$ cat src/rtl/sysex_parameter_message_framer_core_defines.svh
// assertion macros shared by the framer rtl
// depends on aclk and aresetn being visible where a macro is used
`ifndef SYSEX_PARAMETER_MESSAGE_FRAMER_CORE_DEFINES_SVH
`define SYSEX_PARAMETER_MESSAGE_FRAMER_CORE_DEFINES_SVH

// same-cycle implication, checked outside reset
`define SXF_ASSERT_NOW(label, ante, cons, msg) \
    label: assert property (@(posedge aclk) disable iff (!aresetn) (ante) |-> (cons)) \
        else $error(msg);

// next-cycle implication, checked outside reset
`define SXF_ASSERT_NEXT(label, ante, cons, msg) \
    label: assert property (@(posedge aclk) disable iff (!aresetn) (ante) |=> (cons)) \
        else $error(msg);

`endif

$ cat src/rtl/sxf_pkg.sv
// shared types and constants of the sysex parameter message framer
// no dependencies
package sxf_pkg;

    // input opcodes
    localparam logic [1:0] OP_WSTART = 2'd0;
    localparam logic [1:0] OP_WDATA  = 2'd1;
    localparam logic [1:0] OP_REQ    = 2'd2;

    // error codes on the result channel
    localparam logic [1:0] ERR_NONE = 2'd0;
    localparam logic [1:0] ERR_LEN  = 2'd1;
    localparam logic [1:0] ERR_SEQ  = 2'd2;

    // configuration register indexes
    localparam int CFG_IDX_W = 2;
    localparam int CFG_DAT_W = 16;
    localparam logic [CFG_IDX_W-1:0] CFG_DEVICE_ID = 2'd0;
    localparam logic [CFG_IDX_W-1:0] CFG_MODEL_ID  = 2'd1;
    localparam logic [6:0]  DEVICE_ID_RST = 7'd16;
    localparam logic [15:0] MODEL_ID_RST  = 16'd107;

    // message bytes
    localparam logic [7:0] BYTE_SOX     = 8'hF0;
    localparam logic [7:0] BYTE_EOX     = 8'hF7;
    localparam logic [7:0] BYTE_MAKER   = 8'h41;
    localparam logic [7:0] BYTE_CMD_SET = 8'h12;
    localparam logic [7:0] BYTE_CMD_REQ = 8'h11;

    // bytes added to the length for the frame limit check
    localparam logic [32:0] WRITE_OVERHEAD = 33'd12;
    localparam logic [32:0] REQ_OVERHEAD   = 33'd16;

    // byte positions inside a full message
    localparam logic [3:0] POS_SOX   = 4'd0;
    localparam logic [3:0] POS_MAKER = 4'd1;
    localparam logic [3:0] POS_DEV   = 4'd2;
    localparam logic [3:0] POS_MODH  = 4'd3;
    localparam logic [3:0] POS_MODL  = 4'd4;
    localparam logic [3:0] POS_CMD   = 4'd5;
    localparam logic [3:0] POS_ADR3  = 4'd6;
    localparam logic [3:0] POS_ADR2  = 4'd7;
    localparam logic [3:0] POS_ADR1  = 4'd8;
    localparam logic [3:0] POS_ADR0  = 4'd9;
    localparam logic [3:0] POS_SIZ3  = 4'd10;
    localparam logic [3:0] POS_SIZ2  = 4'd11;
    localparam logic [3:0] POS_SIZ1  = 4'd12;
    localparam logic [3:0] POS_SIZ0  = 4'd13;
    localparam logic [3:0] POS_CHK   = 4'd14;
    localparam logic [3:0] POS_EOX   = 4'd15;

    typedef enum logic [1:0] {
        K_FAIL,
        K_WSTART,
        K_DATA,
        K_REQ
    } kind_t;

    // one job handed from the front to the back
    typedef struct packed {
        kind_t       kind;
        logic [1:0]  err;
        logic        close;  // message ends with checksum and end byte
        logic [31:0] addr;
        logic [7:0]  val;    // payload byte, or low size byte of a request
        logic [6:0]  chk;
    } cmd_t;

endpackage

$ cat src/rtl/sxf_front.sv
// front end: accepts items, tracks the open write message, builds jobs
// depends on sxf_pkg
module sxf_front #(
    parameter int FRAME_BYTES = 128
) (
    input  logic              aclk,
    input  logic              aresetn,
    input  logic              in_valid,
    output logic              in_ready,
    input  logic [1:0]        opcode,
    input  logic [31:0]       address,
    input  logic [31:0]       length,
    input  logic [7:0]        data_byte,
    input  logic              q_full,
    output logic              q_push,
    output sxf_pkg::cmd_t     q_cmd
);

    localparam int LEFT_W = $clog2(FRAME_BYTES);
    localparam logic [32:0] FRAME_LIM = 33'(FRAME_BYTES);

    logic              in_msg_reg, in_msg_next;
    logic [LEFT_W-1:0] left_reg, left_next;
    logic [6:0]        sum_reg, sum_next;

    logic              take;
    logic [6:0]        addr_sum;
    logic [6:0]        req_sum;
    logic [6:0]        data_sum;
    logic              too_long_w;
    logic              too_long_r;

    assign in_ready = !q_full;
    assign take     = in_valid && in_ready;

    assign addr_sum   = address[30:24] + address[22:16] + address[14:8] + address[6:0];
    assign req_sum    = addr_sum + length[30:24] + length[22:16] + length[14:8] + length[6:0];
    assign data_sum   = sum_reg + data_byte[6:0];
    assign too_long_w = ({1'b0, length} + sxf_pkg::WRITE_OVERHEAD) > FRAME_LIM;
    assign too_long_r = ({1'b0, length} + sxf_pkg::REQ_OVERHEAD) > FRAME_LIM;

    always_comb begin
        in_msg_next  = in_msg_reg;
        left_next    = left_reg;
        sum_next     = sum_reg;
        q_push       = 1'b0;
        q_cmd.kind   = sxf_pkg::K_FAIL;
        q_cmd.err    = sxf_pkg::ERR_NONE;
        q_cmd.close  = 1'b1;
        q_cmd.addr   = address;
        q_cmd.val    = data_byte;
        q_cmd.chk    = 7'd0 - addr_sum;
        if (take) begin
            unique case (opcode)
                sxf_pkg::OP_WSTART: begin
                    q_push = 1'b1;
                    if (too_long_w) begin
                        q_cmd.err = sxf_pkg::ERR_LEN;
                    end else begin
                        q_cmd.kind  = sxf_pkg::K_WSTART;
                        q_cmd.close = (length == 32'd0);
                        if (length == 32'd0) begin
                            in_msg_next = 1'b0;
                            left_next   = '0;
                            sum_next    = 7'd0;
                        end else begin
                            in_msg_next = 1'b1;
                            left_next   = length[LEFT_W-1:0];
                            sum_next    = addr_sum;
                        end
                    end
                end
                sxf_pkg::OP_WDATA: begin
                    q_push = 1'b1;
                    if (!in_msg_reg) begin
                        q_cmd.err = sxf_pkg::ERR_SEQ;
                    end else begin
                        q_cmd.kind  = sxf_pkg::K_DATA;
                        q_cmd.chk   = 7'd0 - data_sum;
                        left_next   = left_reg - LEFT_W'(1);
                        q_cmd.close = (left_next == '0);
                        if (left_next == '0) begin
                            in_msg_next = 1'b0;
                            sum_next    = 7'd0;
                        end else begin
                            sum_next = data_sum;
                        end
                    end
                end
                sxf_pkg::OP_REQ: begin
                    q_push = 1'b1;
                    if (too_long_r) begin
                        q_cmd.err = sxf_pkg::ERR_LEN;
                    end else begin
                        q_cmd.kind  = sxf_pkg::K_REQ;
                        q_cmd.val   = length[7:0];
                        q_cmd.chk   = 7'd0 - req_sum;
                        in_msg_next = 1'b0;
                        left_next   = '0;
                        sum_next    = 7'd0;
                    end
                end
                default: begin
                    // unused opcode: swallowed, no job
                    q_push = 1'b0;
                end
            endcase
        end
    end

    always_ff @(posedge aclk) begin
        if (!aresetn) begin
            in_msg_reg <= 1'b0;
            left_reg   <= '0;
            sum_reg    <= 7'd0;
        end else begin
            in_msg_reg <= in_msg_next;
            left_reg   <= left_next;
            sum_reg    <= sum_next;
        end
    end

endmodule

$ cat src/rtl/sxf_queue.sv
// small job queue between the front and the back end
// depends on sxf_pkg
module sxf_queue #(
    parameter int DEPTH = 2
) (
    input  logic          aclk,
    input  logic          aresetn,
    input  logic          push,
    input  sxf_pkg::cmd_t push_cmd,
    output logic          full,
    input  logic          pop,
    output logic          head_valid,
    output sxf_pkg::cmd_t head_cmd
);

    localparam int PTR_W = $clog2(DEPTH);
    localparam int CNT_W = $clog2(DEPTH + 1);

    sxf_pkg::cmd_t      mem_reg [DEPTH];
    logic [PTR_W-1:0]   wr_ptr_reg, wr_ptr_next;
    logic [PTR_W-1:0]   rd_ptr_reg, rd_ptr_next;
    logic [CNT_W-1:0]   cnt_reg, cnt_next;
    logic               do_push;
    logic               do_pop;

    assign full       = (cnt_reg == CNT_W'(DEPTH));
    assign head_valid = (cnt_reg != '0);
    assign head_cmd   = mem_reg[rd_ptr_reg];
    assign do_push    = push && !full;
    assign do_pop     = pop && head_valid;

    always_comb begin
        wr_ptr_next = wr_ptr_reg;
        rd_ptr_next = rd_ptr_reg;
        cnt_next    = cnt_reg;
        if (do_push) begin
            wr_ptr_next = (wr_ptr_reg == PTR_W'(DEPTH - 1)) ? '0 : wr_ptr_reg + PTR_W'(1);
        end
        if (do_pop) begin
            rd_ptr_next = (rd_ptr_reg == PTR_W'(DEPTH - 1)) ? '0 : rd_ptr_reg + PTR_W'(1);
        end
        if (do_push && !do_pop) begin
            cnt_next = cnt_reg + CNT_W'(1);
        end else if (do_pop && !do_push) begin
            cnt_next = cnt_reg - CNT_W'(1);
        end
    end

    always_ff @(posedge aclk) begin
        if (!aresetn) begin
            wr_ptr_reg <= '0;
            rd_ptr_reg <= '0;
            cnt_reg    <= '0;
        end else begin
            wr_ptr_reg <= wr_ptr_next;
            rd_ptr_reg <= rd_ptr_next;
            cnt_reg    <= cnt_next;
        end
    end

    always_ff @(posedge aclk) begin
        if (do_push) begin
            mem_reg[wr_ptr_reg] <= push_cmd;
        end
    end

endmodule

$ cat src/rtl/sxf_back.sv
// back end: expands each job into message bytes into the output register
// depends on sxf_pkg
module sxf_back (
    input  logic          aclk,
    input  logic          aresetn,
    input  logic [6:0]    device_id,
    input  logic [15:0]   model_id,
    input  logic          q_valid,
    input  sxf_pkg::cmd_t q_cmd,
    output logic          q_pop,
    output logic          out_valid,
    input  logic          out_ready,
    output logic [7:0]    out_byte,
    output logic          out_last,
    output logic [1:0]    out_err
);

    logic          busy_reg, busy_next;
    logic          vld_reg, vld_next;
    sxf_pkg::cmd_t cur_reg, cur_next;
    logic [3:0]    pos_reg, pos_next;
    logic [7:0]    byte_reg;
    logic          last_reg;
    logic [1:0]    err_reg;

    logic          slot_free;
    logic          emit;
    logic          cur_last;
    logic [7:0]    cur_byte;
    logic [3:0]    pos_step;

    assign slot_free = !vld_reg || out_ready;
    assign emit      = busy_reg && slot_free;
    assign q_pop     = q_valid && (!busy_reg || (emit && cur_last));

    // byte at the current position and whether it ends the job
    always_comb begin
        cur_last = 1'b0;
        pos_step = pos_reg + 4'd1;
        unique case (cur_reg.kind)
            sxf_pkg::K_FAIL:   cur_last = 1'b1;
            sxf_pkg::K_WSTART: begin
                cur_last = (pos_reg == sxf_pkg::POS_EOX) ||
                           (pos_reg == sxf_pkg::POS_ADR0 && !cur_reg.close);
                if (pos_reg == sxf_pkg::POS_ADR0) pos_step = sxf_pkg::POS_CHK;
            end
            sxf_pkg::K_DATA: begin
                cur_last = (pos_reg == sxf_pkg::POS_EOX) ||
                           (pos_reg == sxf_pkg::POS_SIZ3 && !cur_reg.close);
                if (pos_reg == sxf_pkg::POS_SIZ3) pos_step = sxf_pkg::POS_CHK;
            end
            sxf_pkg::K_REQ:    cur_last = (pos_reg == sxf_pkg::POS_EOX);
        endcase

        case (pos_reg)
            sxf_pkg::POS_SOX:   cur_byte = sxf_pkg::BYTE_SOX;
            sxf_pkg::POS_MAKER: cur_byte = sxf_pkg::BYTE_MAKER;
            sxf_pkg::POS_DEV:   cur_byte = {1'b0, device_id};
            sxf_pkg::POS_MODH:  cur_byte = model_id[15:8];
            sxf_pkg::POS_MODL:  cur_byte = model_id[7:0];
            sxf_pkg::POS_CMD:   cur_byte = (cur_reg.kind == sxf_pkg::K_REQ) ?
                                           sxf_pkg::BYTE_CMD_REQ : sxf_pkg::BYTE_CMD_SET;
            sxf_pkg::POS_ADR3:  cur_byte = cur_reg.addr[31:24];
            sxf_pkg::POS_ADR2:  cur_byte = cur_reg.addr[23:16];
            sxf_pkg::POS_ADR1:  cur_byte = cur_reg.addr[15:8];
            sxf_pkg::POS_ADR0:  cur_byte = cur_reg.addr[7:0];
            sxf_pkg::POS_SIZ3:  cur_byte = (cur_reg.kind == sxf_pkg::K_DATA) ?
                                           cur_reg.val : 8'd0;
            sxf_pkg::POS_SIZ0:  cur_byte = cur_reg.val;
            sxf_pkg::POS_CHK:   cur_byte = {1'b0, cur_reg.chk};
            sxf_pkg::POS_EOX:   cur_byte = sxf_pkg::BYTE_EOX;
            default:            cur_byte = 8'd0;
        endcase
        if (cur_reg.kind == sxf_pkg::K_FAIL) cur_byte = 8'd0;
    end

    always_comb begin
        busy_next = busy_reg;
        cur_next  = cur_reg;
        pos_next  = pos_reg;
        vld_next  = vld_reg;
        if (slot_free) vld_next = busy_reg;
        if (emit) begin
            pos_next = pos_step;
            if (cur_last) busy_next = 1'b0;
        end
        if (q_pop) begin
            busy_next = 1'b1;
            cur_next  = q_cmd;
            pos_next  = (q_cmd.kind == sxf_pkg::K_DATA) ? sxf_pkg::POS_SIZ3 : sxf_pkg::POS_SOX;
        end
    end

    always_ff @(posedge aclk) begin
        if (!aresetn) begin
            busy_reg <= 1'b0;
            vld_reg  <= 1'b0;
            cur_reg  <= '0;
            pos_reg  <= sxf_pkg::POS_SOX;
        end else begin
            busy_reg <= busy_next;
            vld_reg  <= vld_next;
            cur_reg  <= cur_next;
            pos_reg  <= pos_next;
        end
    end

    always_ff @(posedge aclk) begin
        if (emit) begin
            byte_reg <= cur_byte;
            last_reg <= cur_last;
            err_reg  <= cur_reg.err;
        end
    end

    assign out_valid = vld_reg;
    assign out_byte  = byte_reg;
    assign out_last  = last_reg;
    assign out_err   = err_reg;

endmodule

$ cat src/rtl/sysex_parameter_message_framer_core.sv
// top level of the sysex parameter message framer
// depends on sxf_pkg, sxf_front, sxf_queue, sxf_back and the defines header
//
// usage:
//   s_ channel takes one command word: s_tuser is the opcode (write start,
//   write data, read request), s_tdata carries address, length and data byte.
//   m_ channel gives the framed message one byte per word; m_tlast marks the
//   final byte caused by a command word, m_tuser is its error code.
//   cfg_ channel writes device id (index 0) and model id (index 1); it is
//   always ready; the user must write it only while the block is idle, which the block itself does not enforce.
// path: with empty queues the first byte of an accepted word passes the job queue,
//   the back end's job register and the output register before it is valid.
// throughput: the back end sends one byte per cycle while m_tready is high; a
//   word causes 1 to 16 bytes (a read request 16); the front end takes a word
//   every cycle while the job queue has room, so short words run back to
//   back.
// reset: aresetn low clears the open message, the queue and the output
//   register, and sets device id 16 and model id 107.
// stall: a low m_tready holds the output word; the back end stops, the queue
//   fills, and s_tready drops only once the queue is full.
`include "sysex_parameter_message_framer_core_defines.svh"

module sysex_parameter_message_framer_core #(
    parameter int FRAME_BYTES = 128,
    parameter int QUEUE_DEPTH = 2
) (
    input  logic                           aclk,
    input  logic                           aresetn,
    input  logic                           s_tvalid,
    output logic                           s_tready,
    input  logic [71:0]                    s_tdata,   // address, length, data_byte
    input  logic [1:0]                     s_tuser,   // opcode
    output logic                           m_tvalid,
    input  logic                           m_tready,
    output logic [7:0]                     m_tdata,   // out_byte
    output logic                           m_tlast,
    output logic [1:0]                     m_tuser,   // error
    input  logic                           cfg_valid,
    output logic                           cfg_ready,
    input  logic [sxf_pkg::CFG_IDX_W-1:0]  cfg_index,
    input  logic [sxf_pkg::CFG_DAT_W-1:0]  cfg_wdata
);

    // configuration registers
    logic [6:0]    device_id_reg;
    logic [15:0]   model_id_reg;

    // front to queue to back
    logic          q_push;
    logic          q_full;
    sxf_pkg::cmd_t q_push_cmd;
    logic          q_pop;
    logic          q_head_valid;
    sxf_pkg::cmd_t q_head_cmd;

    assign cfg_ready = 1'b1;

    always_ff @(posedge aclk) begin
        if (!aresetn) begin
            device_id_reg <= sxf_pkg::DEVICE_ID_RST;
            model_id_reg  <= sxf_pkg::MODEL_ID_RST;
        end else if (cfg_valid && cfg_ready) begin
            case (cfg_index)
                sxf_pkg::CFG_DEVICE_ID: device_id_reg <= cfg_wdata[6:0];
                sxf_pkg::CFG_MODEL_ID:  model_id_reg  <= cfg_wdata[15:0];
                default: begin
                    // writes beyond the register list are dropped
                    device_id_reg <= device_id_reg;
                end
            endcase
        end
    end

    // front: decode, range checks, open-message state, checksum
    sxf_front #(
        .FRAME_BYTES (FRAME_BYTES)
    ) u_front (
        .aclk      (aclk),
        .aresetn   (aresetn),
        .in_valid  (s_tvalid),
        .in_ready  (s_tready),
        .opcode    (s_tuser),
        .address   (s_tdata[31:0]),
        .length    (s_tdata[63:32]),
        .data_byte (s_tdata[71:64]),
        .q_full    (q_full),
        .q_push    (q_push),
        .q_cmd     (q_push_cmd)
    );

    // job queue lets the front keep taking words while bytes drain
    sxf_queue #(
        .DEPTH (QUEUE_DEPTH)
    ) u_queue (
        .aclk       (aclk),
        .aresetn    (aresetn),
        .push       (q_push),
        .push_cmd   (q_push_cmd),
        .full       (q_full),
        .pop        (q_pop),
        .head_valid (q_head_valid),
        .head_cmd   (q_head_cmd)
    );

    // back: byte sequencer with the output register
    sxf_back u_back (
        .aclk      (aclk),
        .aresetn   (aresetn),
        .device_id (device_id_reg),
        .model_id  (model_id_reg),
        .q_valid   (q_head_valid),
        .q_cmd     (q_head_cmd),
        .q_pop     (q_pop),
        .out_valid (m_tvalid),
        .out_ready (m_tready),
        .out_byte  (m_tdata),
        .out_last  (m_tlast),
        .out_err   (m_tuser)
    );

    // a job is never pushed into a full queue
    `SXF_ASSERT_NOW(a_queue_no_overflow, q_push, !q_full, "job pushed into full queue")
    // an error word is always a single-byte, last word
    `SXF_ASSERT_NOW(a_error_is_last, m_tvalid && (m_tuser != sxf_pkg::ERR_NONE), m_tlast, "error word without tlast")
    // bytes of one burst follow without gaps
    `SXF_ASSERT_NEXT(a_burst_gapless, m_tvalid && m_tready && !m_tlast, m_tvalid, "gap inside a message burst")

endmodule
$ cat config.mk
export PLATFORM = sky130hd
export DESIGN_NAME = sysex_parameter_message_framer_core
export DESIGN_NICKNAME = d
export VERILOG_FILES = /design/src/rtl/sxf_pkg.sv /design/src/rtl/sxf_front.sv /design/src/rtl/sxf_queue.sv /design/src/rtl/sxf_back.sv /design/src/rtl/sysex_parameter_message_framer_core.sv
export VERILOG_INCLUDE_DIRS = /design/src /design/src/rtl
export SDC_FILE = /design/constraint.sdc
export NUM_CORES = 1
export LEC_CHECK = 0
export BUFFER_PORTS_ARGS = -buffer_cell sky130_fd_sc_hd__buf_2
export CORE_AREA = 2 2 125 187
export CTS_BUF_LIST = sky130_fd_sc_hd__clkbuf_4 sky130_fd_sc_hd__clkbuf_8 sky130_fd_sc_hd__clkbuf_16
export DETAILED_ROUTE_END_ITERATION = 7
export DIE_AREA = 0 0 127 189
export PLACE_DENSITY = 0.9
export SYNTH_ARGS = -nofsm -noshare
export SYNTH_HDL_FRONTEND = slang
export SYNTH_HIERARCHICAL = 1
export SYNTH_SLANG_ARGS = --single-unit
$ cat constraint.sdc
create_clock -name aclk -period 16 [get_ports aclk]
set_clock_uncertainty 0.05 [all_clocks]
set_input_delay 0.8 -clock aclk [delete_from_list [all_inputs] [get_ports aclk]]
set_output_delay 0.8 -clock aclk [all_outputs]
set_load 0.02 [all_outputs]
==> results of run 1 <==
[layout by cell type (no fill, tap or decap), drive strengths merged, types with 14 or more instances in the layout]
cell type	netlist	routed
mux2	62	62
nand2b	14	14
ha	41	41
mux2i	79	79
nand4	23	23
nor4	33	33
a21oi	33	33
nand2	206	206
clkbuf	53	26
buf	62	119
o21ai	45	45
inv	118	122
dfxtp	101	101
nand3	28	28
xnor2	29	29
o22ai	20	20
edfxtp	115	115
fa	30	30
nor2	32	32
nor3	19	19
[cell usage after synthesis, drive strengths merged (5+ instances only)]
library cell | n | area share
nand2b | 14 | 0.0066
a21oi | 33 | 0.013
xnor2 | 29 | 0.019
nor2 | 32 | 0.0097
nand4 | 23 | 0.011
clkbuf | 53 | 0.015
xor2 | 12 | 0.0080
a21o | 8 | 0.0045
a22o | 6 | 0.0040
a22oi | 9 | 0.0051
o21a | 5 | 0.0028
o41ai | 5 | 0.0033
fa | 30 | 0.045
mux2i | 79 | 0.060
dfxtp | 101 | 0.15
nand3 | 28 | 0.011
a31oi | 9 | 0.0043
inv | 118 | 0.034
o21ai | 45 | 0.017
and3 | 5 | 0.0024
a211oi | 6 | 0.0034
nand2 | 206 | 0.059
mux2 | 62 | 0.053
or4 | 11 | 0.0068
a21boi | 5 | 0.0028
nand4b | 6 | 0.0040
edfxtp | 115 | 0.26
nand3b | 7 | 0.0040
ha | 41 | 0.039
buf | 62 | 0.036
o211ai | 12 | 0.0068
nor2b | 6 | 0.0028
o22ai | 20 | 0.0095
or3 | 9 | 0.0046
and2 | 6 | 0.0028
o31ai | 6 | 0.0034
a221oi | 5 | 0.0033
nor3 | 19 | 0.0076
nor4 | 33 | 0.016
[worst paths after layout]
path	from	end	slack [ns]
worst max-delay path	s_tdata[1]	u_queue/mem_reg[1][6]	10.25
worst min-delay path	u_back/cur_reg[48]	u_back/out_err[0]	0.40
worst max register to register	u_front/sum_reg[1]	u_queue/mem_reg[0][5]	12.82
worst min register to register	u_back/cur_reg[48]	u_back/out_err[0]	0.40
[power groups by stage]
stage	clock (mW)	sequential, mW	combinational [mW]
after floorplan	0	0.770	0.681
after global placement	0	0.788	0.831
after detailed placement	0	0.794	0.857
after CTS	0.505	0.784	0.866
after global routing	0.526	0.795	0.955
final	0.498	0.786	0.873
[stage by stage]
step | setup slack (ns) | power [mW] | cells
2_1_floorplan | 10.18 | 1.45 | 1346
3_3_place_gp | 9.86 | 1.62 | 1626
3_5_place_dp | 9.74 | 1.65 | 1626
4_1_cts | 10.25 | 2.15 | 1664
5_1_grt | 10.01 | 2.28 | 1664
6_report | 10.25 | 2.16 | 1664
[layout make-up]
type	count	area share
Timing Repair Buffer	119	0.0439
Sequential cell	216	0.386
Multi-Input combinational cell	897	0.466
Clock inverter	12	0.00696
Tap cell	276	0.0243
Clock buffer	26	0.0418
Inverter	118	0.0312
[cells by family after synthesis]
family / synth area share
XOR/XNOR: 0.0272
multiplexers: 0.113
flip-flops: 0.415
buffers and inverters: 0.0844
AND/OR/NAND/NOR: 0.157
other: 0.000284
adder cells (fa/ha/maj): 0.0844
AO/OA/AOI/OAI: 0.119
[critical path: cells and delay by family]
family                   cells  cell delay (ns)
adder cells (fa/ha/maj)      9             3.66
AO/OA/AOI/OAI                4             0.60
buffers and inverters        8             0.53
XOR/XNOR                     2             0.31
[routing by layer]
| metal | share of wire | global-route usage | routed length [um] |
|---|---|---|---|
| met5 | 0 | 0 | 0 |
| met4 | 0.075 | 0.194 | 2690 |
| met3 | 0.063 | 0.0280 | 2250 |
| met2 | 0.50 | 0.514 | 17800 |
| met1 | 0.36 | 0.334 | 12900 |
==> flow_metrics.env, run 1 <==
export IMPL_htreeDepth=1
export IMPL_post_cts_resized=0
export IMPL_hpwl_mm=26.1
export IMPL_drive_gt1_frac=0.171
export IMPL_synth_edff_count=115
export IMPL_synth_ff_type="edfxtp_1"
export IMPL_cp_slowest_cell="fa_1"
export IMPL_n_fill_cell=1793
export IMPL_clock_latency_ns=0.52
export IMPL_cp_start_kind="primary input"
export IMPL_vdd_drop_max_v=0.000121
export IMPL_routed_wl_mm=35.7
export IMPL_yosys_warnings=6
export IMPL_syn_avg_cell_area_um2=9.81
export IMPL_portBuffers=109
export IMPL_firstDrtPassIters=6
export IMPL_antenna_found_initial=0
export IMPL_design_area_um2=14200
export IMPL_grt_max_degree=107
export IMPL_cts_root_buf="clkbuf_16"
export IMPL_p_clk_frac=0.231
export IMPL_drc=0
export IMPL_p_seq_frac=0.364
export IMPL_slew_headroom=0.213
export IMPL_post_cts_buffers=0
export IMPL_drt_iter0_markers=979
export IMPL_place_congestion=0.995
export IMPL_grt_pass1_vias=10400
export IMPL_crit_required_ns=16.17
export IMPL_cp_end_kind="flop"
export IMPL_antennaDiodeCount=0
export IMPL_cts_buffers=21
export IMPL_die_w_um=127
export IMPL_holdBufCountCts=0
export IMPL_tightest_slew_ns=1.17
export IMPL_initial_core_util=0.592
export IMPL_dieArea_um2=24000
export IMPL_status="finished clean"
export IMPL_cp_arrival_ns=5.92
export IMPL_hp_class="flop to flop"
export IMPL_largest_reg_flops=104
export IMPL_via_per_inst=6.30
export IMPL_ys_seq_area_frac=0.415
export IMPL_nets=1541
export IMPL_sw_frac_of_total=0.368
export IMPL_place_area_um2=13500
export IMPL_holdPathStages=0
export IMPL_worst_path_max_fanout=3
export IMPL_reg2reg_depth=9
export IMPL_multi_input_area_um2=6620
export IMPL_hold_viol_final=0
export IMPL_syn2layout_area_growth_pct=7.56
export IMPL_grt_setup_unrepaired="no"
export IMPL_wl_per_cell_um=21.5
export IMPL_postSynthCellCount=1346
export IMPL_critPathMaxStageDelay_ns=0.55
export IMPL_io_pins=111
export IMPL_num_rows=67
export IMPL_grt_pass1_wl_mm=55.4
export IMPL_clkSinkCount=216
export IMPL_cell_internal_pwr_mw=1.36
export IMPL_grt_overflow=0
export IMPL_p_switching_mw=0.794
export IMPL_fin_hold_ws_ns=0.404
export IMPL_synth_nets=1514
export IMPL_slew_viol_final=0
export IMPL_timing_fmax_ghz=0.174
export IMPL_max_cap_violations=0
export IMPL_cts_buffer_depth=3
export IMPL_power_leakage_nw=5.51
export IMPL_synth_area_um2=13200
export IMPL_path_class="primary input to flop"
export IMPL_via_count=10500
export IMPL_setup_viol=0
export IMPL_ys_types=83
export IMPL_tritoncts="done"
export IMPL_post_route_util=0.637
export IMPL_core_area_um2=22300
export IMPL_power_density_nw_per_um2=152
export IMPL_ant_nets=0
export IMPL_layout_min_cycle_time_ns=5.75
export IMPL_regArea_um2=5480
export IMPL_globalRouteTotalUtil=0.292
export IMPL_setup_tns_ns=0
export IMPL_pwr_share_comb=0.405
export IMPL_fin_crit_sh=0.360
export IMPL_synth_seq_cells=216
export IMPL_worstPathCellList="buf_2 > inv_1 > fa_1 > inv_1 > fa_1 > ha_1 > fa_1 > inv_1 > fa_1 > inv_1 > fa_1 > fa_1 > inv_1 > ha_1 > inv_1 > fa_1 > inv_1 > a21o_1 > a21oi_1 > xnor2_1 > xnor2_1 > o22a_1 > o22ai_1"
export IMPL_clkTransAtPathRegs_ns=0.06
export IMPL_async_flop_share=0
export IMPL_fp_dieH_um=189
Power figures use the tool's default switching activity.
==> run 2: changes to the inputs <==
clock period = 5.7 ns   (was 16 ns; I/O delays follow)
==> run 2 against run 1 <==
Compared with the run above: register-to-register slack got worse by 10 ns; clock-buffer cell count increased by 8; wire length is 8.9% higher; non-clock buffer count up 54; total power rose to 2.9 times the previous value; critical endpoint is now u_queue/mem_reg[0][5]; largest cell class unchanged; highest routed layer unchanged.
==> flow_metrics.env, run 2 (synthesis results as in run 1) <==
export IMPL_num_rows=67
export IMPL_mostFrequentLayoutCell="nand2_1"
export IMPL_rrSetupSlack_ns=2.65
export IMPL_syn2layout_area_growth_pct=11.7
export IMPL_path_class="primary input to flop"
export IMPL_setup_viol=0
export IMPL_hp_class="primary input to flop"
export IMPL_fp_dieH_um=189
export IMPL_status="finished clean"
export IMPL_place_congestion=0.984
export IMPL_htreeDepth=1
export IMPL_hold_end="model_id_reg[2]"
export IMPL_r2r_start="u_front/sum_reg[1]"
export IMPL_firstDrtPassIters=7
export IMPL_setup_tns_ns=0
export IMPL_reg2reg_depth=9
export IMPL_grt_overflow=0
export IMPL_dieArea_um2=24000
export IMPL_drc=0
export IMPL_crit_buf_inv=6
export IMPL_layout_min_cycle_time_ns=5.70
export IMPL_via_count=11000
export IMPL_holdPathStages=3
export IMPL_worstPathCellList="dlygate4sd3_1 > buf_2 > fa_2 > fa_1 > ha_2 > fa_2 > inv_2 > fa_1 > inv_2 > fa_1 > fa_1 > inv_1 > ha_2 > buf_4 > a21o_1 > a21oi_1 > xnor2_1 > nand4_1 > o21ai_0 > a221o_1"
export IMPL_grt_pass1_vias=10800
export IMPL_wl_per_cell_um=22.6
export IMPL_post_route_util=0.661
export IMPL_slew_headroom=0.263
export IMPL_ant_nets=0
export IMPL_routed_wl_mm=38.9
export IMPL_nets=1595
export IMPL_grt_pass1_wl_mm=59.0
export IMPL_cp_slowest_cell="fa_1"
export IMPL_cts_root_buf="clkbuf_16"
export IMPL_rr_endpoint="u_queue/mem_reg[0][5]"
export IMPL_cp_end_kind="flop"
export IMPL_portBuffers=109
export IMPL_drive_gt1_frac=0.181
export IMPL_worst_path_max_fanout=3
export IMPL_layout_common_cells="nand2_1 (206), edfxtp_1 (115), inv_1 (111), buf_2 (104), dfxtp_1 (100)"
export IMPL_max_cap_violations=0
export IMPL_via_per_inst=6.40
export IMPL_clock_latency_ns=0.50
export IMPL_critPathMaxStageDelay_ns=0.59
export IMPL_fin_crit_sh=0.999
export IMPL_hold_viol_final=0
export IMPL_core_area_um2=22300
export IMPL_power_leakage_nw=5.76
export IMPL_min_delay_start="cfg_wdata[2]"
export IMPL_power_total_mw=6.29
export IMPL_tritoncts="done"
export IMPL_io_pins=111
export IMPL_crit_top_cell="fa_1"
export IMPL_power_density_nw_per_um2=427
export IMPL_largest_reg_flops=104
export IMPL_cp_arrival_ns=5.87
export IMPL_globalRouteTotalUtil=0.314
export IMPL_initial_core_util=0.592
export IMPL_cpLargestDelayFamily="adder cells"
export IMPL_clkSinkCount=216
export IMPL_drt_iter0_markers=1435
export IMPL_hpwl_mm=26.1
export IMPL_clkTransAtPathRegs_ns=0.06
export IMPL_crit_required_ns=5.87
export IMPL_cts_buffers=21
export IMPL_cp_start_kind="primary input"
export IMPL_die_w_um=127
export IMPL_vdd_drop_max_v=0.000238
export IMPL_slew_viol_final=0
export IMPL_grt_max_degree=109
export IMPL_timing_fmax_ghz=0.176
export IMPL_cts_buffer_depth=3
export IMPL_antenna_found_initial=1
export IMPL_tightest_slew_ns=1.10
[run 2: layout make-up]
cell class                 instances  area, um2
multi-input combinational        897       6650
timing repair buffer             173       1160
clock inverter                     4       30.0
inverter                         118        443
antenna                            1       2.50
tap                              276        345
fill                            1653       7550
sequential                       216       5480
clock buffer                      34        642
[run 2: stage by stage]
stage / hold slack, ns / worst slack [ns] / cell area, um2 / std cells
floorplan: 0.353 / 0.394 / 13200 / 1346
global placement: 0.377 / 0.155 / 13600 / 1632
detailed placement: 0.388 / -0.0693 / 13600 / 1632
CTS: 0.00124 / 0.00932 / 14700 / 1716
global route: 0.0202 / -0.113 / 14700 / 1719
finish: 0.0126 / 0.00460 / 14700 / 1719
[run 2: per-layer routing]
| layer | vias up | wire [um] | share of wire | global-route usage |
|---|---|---|---|---|
| li1 | 4926 | - | - | - |
| met1 | 5226 | 14000 | 0.36 | 0.360 |
| met2 | 665 | 19200 | 0.49 | 0.553 |
| met3 | 182 | 2570 | 0.066 | 0.0300 |
| met4 | 0 | 3100 | 0.080 | 0.210 |
| met5 | - | 0 | 0 | 0 |
[run 2: worst min-delay path, cell delays in order]
cell and delay (ns):
buf_2 0.10, nand2_1 0.07, mux2i_1 0.07
[run 2: worst max path at each step]
| stage | start | to | slack, ns | depth (start not counted) |
|---|---|---|---|---|
| 2_1_floorplan | s_tdata[1] | u_queue/mem_reg[0][6] | 0.39 | 22 |
| 6_report | s_tdata[0] | u_queue/mem_reg[0][5] | 0.005 | 20 |
| 3_3_place_gp | s_tdata[1] | u_queue/mem_reg[0][6] | 0.16 | 23 |
| 3_5_place_dp | s_tdata[1] | u_queue/mem_reg[1][6] | -0.07 | 23 |
| 4_1_cts | s_tdata[2] | u_queue/mem_reg[1][6] | 0.009 | 23 |
| 5_1_grt | s_tdata[0] | u_queue/mem_reg[0][5] | -0.11 | 20 |
[run 2: where the power goes]
group | leakage [nW] | switching, mW | internal (mW)
logic | 3.53 | 1.61 | 1.14
registers | 1.89 | 0.169 | 2.00
clock network | 0.345 | 0.591 | 0.778
total | 5.76 | 2.37 | 3.92
[run 2: repair_timing]
action | CTS | global route
endpoints found under the setup margin | 0 | 6
hold endpoints to repair | 78 | 0
buffers inserted | 0 | 6
hold buffers | 46 | 0
gates resized for setup | 0 | 17
